$ cat src/design/lkv_pkg.sv
`timescale 1ns / 1ps
package lkv_pkg;

  localparam logic [1:0] OP_LOOKUP = 2'd0;
  localparam logic [1:0] OP_INSERT = 2'd1;
  localparam logic [1:0] OP_CLEAR  = 2'd2;

  typedef struct packed {
    logic latch;
    logic idx_clr;
    logic idx_inc;
    logic rd_idx;
    logic rd_last;
    logic ev_do;
    logic hit;
    logic miss;
    logic ins_upd;
    logic ins_add;
    logic clr;
  } cmd_t;

  typedef struct packed {
    logic [1:0] op;
    logic       gt_cap;
    logic       ge_cap;
    logic       cap_zero;
    logic       idx_lt_count;
    logic       rank_match;
    logic       key_match;
  } sts_t;

endpackage

$ cat src/design/lkv_ctrl.sv
`timescale 1ns / 1ps
module lkv_ctrl (
  input  logic          clk,
  input  logic          rst_n,
  input  logic          start,
  output logic          busy,
  output logic          out_valid,
  input  lkv_pkg::sts_t sts,
  output lkv_pkg::cmd_t cmd
);
  import lkv_pkg::*;

  typedef enum logic [9:0] {
    S_IDLE     = 10'b0000000001,
    S_TRIM     = 10'b0000000010,
    S_EV_SCAN  = 10'b0000000100,
    S_EV_READ  = 10'b0000001000,
    S_EV_WRITE = 10'b0000010000,
    S_DISPATCH = 10'b0000100000,
    S_F_RD     = 10'b0001000000,
    S_F_CMP    = 10'b0010000000,
    S_INS_ADD  = 10'b0100000000,
    S_RESP     = 10'b1000000000
  } state_t;

  state_t state_r, state_nxt;
  logic   ret_ins_r, ret_ins_nxt;

  always_ff @(posedge clk) begin
    if (!rst_n) begin
      state_r   <= S_IDLE;
      ret_ins_r <= 1'b0;
    end else begin
      state_r   <= state_nxt;
      ret_ins_r <= ret_ins_nxt;
    end
  end

  assign busy      = (state_r != S_IDLE);
  assign out_valid = (state_r == S_RESP);

  always_comb begin
    state_nxt   = state_r;
    ret_ins_nxt = ret_ins_r;
    cmd         = '0;
    unique case (state_r)
      S_IDLE: begin
        if (start) begin
          cmd.latch = 1'b1;
          state_nxt = S_TRIM;
        end
      end
      S_TRIM: begin
        if (sts.gt_cap) begin
          cmd.idx_clr = 1'b1;
          ret_ins_nxt = 1'b0;
          state_nxt   = S_EV_SCAN;
        end else begin
          state_nxt = S_DISPATCH;
        end
      end
      S_EV_SCAN: begin
        if (sts.rank_match) state_nxt = S_EV_READ;
        else cmd.idx_inc = 1'b1;
      end
      S_EV_READ: begin
        cmd.rd_last = 1'b1;
        state_nxt   = S_EV_WRITE;
      end
      S_EV_WRITE: begin
        cmd.ev_do = 1'b1;
        state_nxt = ret_ins_r ? S_INS_ADD : S_TRIM;
      end
      S_DISPATCH: begin
        case (sts.op)
          OP_LOOKUP: begin
            cmd.idx_clr = 1'b1;
            state_nxt   = S_F_RD;
          end
          OP_INSERT: begin
            if (sts.cap_zero) begin
              state_nxt = S_RESP;
            end else begin
              cmd.idx_clr = 1'b1;
              state_nxt   = S_F_RD;
            end
          end
          OP_CLEAR: begin
            cmd.clr   = 1'b1;
            state_nxt = S_RESP;
          end
          default: state_nxt = S_RESP;
        endcase
      end
      S_F_RD: begin
        if (sts.idx_lt_count) begin
          cmd.rd_idx = 1'b1;
          state_nxt  = S_F_CMP;
        end else if (sts.op == OP_LOOKUP) begin
          cmd.miss  = 1'b1;
          state_nxt = S_RESP;
        end else if (sts.ge_cap) begin
          // Room is made by evicting the oldest entry before the new one goes in.
          cmd.idx_clr = 1'b1;
          ret_ins_nxt = 1'b1;
          state_nxt   = S_EV_SCAN;
        end else begin
          state_nxt = S_INS_ADD;
        end
      end
      S_F_CMP: begin
        if (sts.key_match) begin
          if (sts.op == OP_LOOKUP) cmd.hit = 1'b1;
          else cmd.ins_upd = 1'b1;
          state_nxt = S_RESP;
        end else begin
          cmd.idx_inc = 1'b1;
          state_nxt   = S_F_RD;
        end
      end
      S_INS_ADD: begin
        cmd.ins_add = 1'b1;
        state_nxt   = S_RESP;
      end
      S_RESP: state_nxt = S_IDLE;
      default: state_nxt = S_IDLE;
    endcase
  end

endmodule

$ cat config.mk
export PLATFORM = sky130hd
export DESIGN_NAME = lkv_ctrl
export DESIGN_NICKNAME = d
export VERILOG_FILES = /design/src/design/lkv_pkg.sv /design/src/design/lkv_ctrl.sv
export SDC_FILE = /design/constraint.sdc
export NUM_CORES = 1
export LEC_CHECK = 0
export BUFFER_PORTS_ARGS = -buffer_cell sky130_fd_sc_hd__buf_2
export CELL_PAD_IN_SITES_DETAIL_PLACEMENT = 1
export CELL_PAD_IN_SITES_GLOBAL_PLACEMENT = 1
export CORE_UTILIZATION = 36
export DETAILED_ROUTE_END_ITERATION = 12
export GPL_ROUTABILITY_DRIVEN = 0
export PLACE_DENSITY_LB_ADDON = 0.15
export SETUP_SLACK_MARGIN = 0.2
export SLEW_MARGIN = 20
export SYNTH_ARGS = -nofsm -noshare
export SYNTH_HDL_FRONTEND = slang
export SYNTH_SLANG_ARGS = --single-unit
$ cat constraint.sdc
create_clock -name clk -period 1.8 [get_ports clk]
set_input_delay 0 -clock clk [delete_from_list [all_inputs] [get_ports clk]]
set_output_delay 0 -clock clk [all_outputs]
set_load 0.03 [all_outputs]
==> After elaboration in Yosys (flattened, before gate mapping) <==
Cells that the tools add are included.
W data, S select, Z words.
{ "totals": {"regBits": 11, "wordCells": 68, "output_inout_bits": 13, "inputBits": 11} }
{ "classes": {"mux": 43, "eq_ne": 19, "reduce_logical": 4} }
{ "ops": {"columns": ["cell", "count"], "rows": [
  ["$pmux W10 S9", 1],
  ["$mux W10", 6],
  ["$mux W1", 28],
  ["$pmux W10 S2", 1],
  ["$mux W9", 2],
  ["$ne A2 B2 Y1 const B", 6],
  ["$eq A10 B1 Y1 const B", 1],
  ["$eq A10 B10 Y1 const B", 1],
  ["$eq A10 B2 Y1 const B", 1],
  ["$eq A10 B3 Y1 const B", 1],
  ["$eq A10 B4 Y1 const B", 1],
  ["$eq A10 B5 Y1 const B", 1],
  ["$eq A10 B6 Y1 const B", 1],
  ["$eq A10 B7 Y1 const B", 1],
  ["$eq A10 B8 Y1 const B", 1],
  ["$eq A10 B9 Y1 const B", 1],
  ["$ne A10 B1 Y1 const B", 1],
  ["$mux W6", 1],
  ["$pmux W1 S2", 3],
  ["$reduce_and A5 Y1", 1],
  ["$pmux W1 S3", 1],
  ["$eq A2 B1 Y1 const B", 1],
  ["$eq A2 B2 Y1 const B", 1],
  ["$logic_not A2 Y1", 1],
  ["2 further kinds", 2]
]} }

==> Logic depth before layout (Yosys ltp) <==
{ "logic_depth": {"word_depth": 4, "ltp_mapped": 4, "mapped_depth_nobuf": 4} }

==> Worst setup path after synthesis <==
Ideal clock, no wire load.
{ "synth_path": {"path_type": "reg2out", "start": "register state_r[5]", "end": "output port cmd[10] (netlist name)", "n_path_buf": 0, "slack_ps": 34, "t_required_ps": 1800, "arrival_time_ps": 1766, "stages_incl_launch_ff": 4, "path_cell_list": "dfxtp_1 nor4_4 nand4_1 nor2_1"} }
{ "synth_lines": {"columns": ["element", "line", "text"], "rows": [
  ["start: declaration", "lkv_ctrl.sv:26", "state_t state_r, state_nxt;"],
  ["start signal: assignment", "lkv_ctrl.sv:34", "state_r <= state_nxt;"],
  ["end: declaration", "lkv_ctrl.sv:9", "output lkv_pkg::cmd_t cmd"]
]} }

==> impl_metrics.yaml <==
critical_path:
  end_kind: "output pin"
  cp_slowest_stage_delay_ns: 0.37
  crit_chain: "nor4_4 > buf_4 > nand4_1 > nor2_2 > a31o_2 > buf_6"
  worstSetupStartpointType: "flop"
  ff2ff_path_depth: 5
  cp_max_fo: 6
  required_ns: 1.80
  cp_slowest_cell: "dfxtp_4"
  crit_end: "cmd[8]"
  r2r_end: "state_r[8]"
  worstSetupPathType: "reg2out"
  reg2reg_slack_ns: 0.15
  cp_data_arrival_time_ns: 1.69
  r2r_start: "state_r[8]"
  critPathLaunch: "state_r[5]"
synthesis:
  synth_top_family_by_area: "simple AND/OR/NAND/NOR gates"
  yosys_warnings: 0
  synthAdderAreaFrac_pct: 0
  synth_cells: 86
  muxShareOfSynthArea_pct: 1.48
  ys_types: 42
  synthSimpleGateAreaFrac_pct: 49.8
  synth_async_sr_flop_share_pct: 0
  synth_fp_nets: 97
  synthXorXnorAreaFrac_pct: 2.30
  yosys-top-cells-area: "dfxtp_1, nor4_4, nor2_1"
  synth_compound_area_share_pct: 15.1
  ys.flop_type: "dfxtp_1"
  syn-cell-area_um2: 763
  synth_top_area_cell: "dfxtp_1"
  synth_top_area_share_pct: 28.9
  synth-seq-cells: 11
  synth.avg_cell_area_um2: 8.87
  yosysSeqAreaShare_pct: 28.9
  synth-edff-count: 0
timing:
  tns_ns: 0
  final-setup-viol-count: 0
  worst_pin_slew_ns: 0.378
  final-hold-violation-count: 0
  min_period_ns: 1.69
  rsz0062_at_grt: "yes"
  slew_headroom_pct: 74.7
  drv_slew: 0
  fmax_mhz: 590
  setup_slack_ns: 0.106
  fin_crit_sh_pct: 94.1
  finalClockSkew_ns: 0.00205
clock_tree:
  clock_path_buffers: 2
  h-tree-depth: 1
  path_clk_slew_ns: 0.07
  cts_tree: "yes"
  cts.sinks: 11
  cts-root-buf: "clkbuf_4"
  numCtsBuffers: 3
  clk_latency_ns: 0.27
floorplan:
  die_width_um: 48.0
  fp.dieH_um: 48.0
  dieArea_um2: 2310
  start_util_pct: 38.5
  io_pins: 24
  fp-row-count: 16
  core_um2: 1980
grt:
  grt_busiest_layer: "met2"
  grt_use_total_pct: 23.0
  met2_usage_pct: 39.2
  gr-usage-met1_pct: 28.5
  antenna_found_initial: 0
  grt_pass1_vias: 738
  grt_first_pass_wirelength_um: 3480
  grt_remaining_overflow: 0
  grt_util_met3_pct: 9.06
  grt_max_degree: 11
outcome:
  run_status: "complete, no violations"
power:
  clkPwrFrac_pct: 23.8
  p_leak_nw: 0.557
  combPwrFrac_pct: 37.5
  ir_drop_uv: 537
  p_seq_share_pct: 38.7
  swShare_pct: 34.6
  p_total_mw: 0.730
  p_int_mw: 0.478
  p_per_area_nw_per_um2: 605
  p_switching_mw: 0.252
route:
  drc: 0
  num_vias: 859
  routed_wirelength_um: 2620
  drt_iter0_drc: 11
  firstDrtPassIters: 2
  wl_per_cell_um: 16.8
  ant_nets: 0
  avgViaCountPerCell: 5.51
finish:
  layout-drive-gt1-share_pct: 54.3
  syn_to_final_growth_pct: 58.2
  nets: 141
  diodes: 0
  finish.utilization_pct: 60.9
  fin_area_um2: 1210
worst_hold_path:
  hold_class: "in2reg"
job:
  drv_cap: 0
place:
  dpl_worst_slack_ns: 0.128
  port_buffers: 23
  hpwl_um: 1800
  placed_area_um2: 946
[registers in the layout (all words and copies together), names as in the netlist]
signal and cells:
state_r 10, ret_ins_r 1
[per-stage QoR]
| step | cells | hold slack, ns |
|---|---|---|
| after CTS | 155 | 0.0156 |
| after global routing | 156 | 0.0378 |
| after floorplan | 86 | 0.0491 |
| after global placement | 137 | 0.198 |
| after detailed placement | 137 | 0.192 |
| final | 156 | 0.0197 |
[critical path, delay by kind of cell (launching register included)]
| family | cells | cell delay [ns] |
|---|---|---|
| simple gates | 3 | 0.57 |
| flops | 1 | 0.37 |
| buf+inv | 2 | 0.32 |
| compound gates | 1 | 0.14 |
[layout make-up]
cell class | instances | area [um2]
multi-input combinational | 70 | 601
clock buffer | 4 | 26.3
timing repair buffer | 39 | 295
sequential | 11 | 233
inverter | 5 | 18.8
fill | 240 | 774
tap | 27 | 33.8
[kinds of logic (layout without fill, tap and decap cells)]
kind of cell / count (synthesis) / after routing
AO/OA/AOI/OAI: 15 / 15
multiplexers: 1 / 1
buffers and inverters: 5 / 48
flip-flops: 11 / 11
AND/OR/NAND/NOR: 52 / 52
XOR/XNOR: 2 / 2
[per-layer routing]
metal  wire length, um  vias to the layer above  part of all wire, %
li1                  -                      413                    -
met2              1340                       15                   51
met5                 0                        -                    0
met1              1190                      429                   45
met3                70                        2                  2.7
met4                13                        0                 0.50
[layout by cell type (no fill, tap or decap), drive strengths merged, types with 2 or more instances in the layout]
master,instances
nor3,2
a31o,2
xor2,2
and4bb,2
nand3,5
and3b,2
nor2b,6
nor4b,3
nor4,5
dfxtp,11
inv,5
and2,2
clkbuf,5
a21boi,2
buf,36
nand2,4
dlygate4sd3,2
nor2,11
nand4,3
[Yosys cell counts (all sizes together), types with 2 or more instances]
master / count
nand4: 3
and4bb: 2
nor2: 11
nor3: 2
and3b: 2
nor4: 5
inv: 5
xor2: 2
nor2b: 6
nand3: 5
a21boi: 2
a31o: 2
nand2: 4
dfxtp: 11
nor4b: 3
and2: 2
[worst min-delay path by stage]
| stage | start | end | slack [ns] | depth (start not counted) |
|---|---|---|---|---|
| 4_1_cts | sts[4] | state_r[8] | 0.02 | 3 |
| 6_report | sts[4] | state_r[8] | 0.02 | 3 |
| 3_3_place_gp | sts[5] | state_r[5] | 0.20 | 2 |
| 5_1_grt | sts[4] | state_r[8] | 0.04 | 3 |
| 3_5_place_dp | sts[5] | state_r[5] | 0.19 | 2 |
| 2_1_floorplan | sts[2] | cmd[3] | 0.05 | 1 |
[power by group through the flow]
stage	registers, mW	logic [mW]	clock network [mW]
finish	0.283	0.274	0.173
global placement	0.285	0.198	0
CTS	0.280	0.261	0.175
global route	0.287	0.294	0.192
floorplan	0.281	0.143	0
detailed placement	0.286	0.202	0
[what timing repair did]
item / in CTS / in global routing
setup endpoints to repair: 12 / 18
hold endpoints to repair: 2 / 0
hold buffers: 2 / 0
gates cloned: 0 / 0
gates resized for setup: 26 / 14
pin swaps: 8 / 8
buffers inserted: 12 / 1
(Power assumes the default switching activity.)
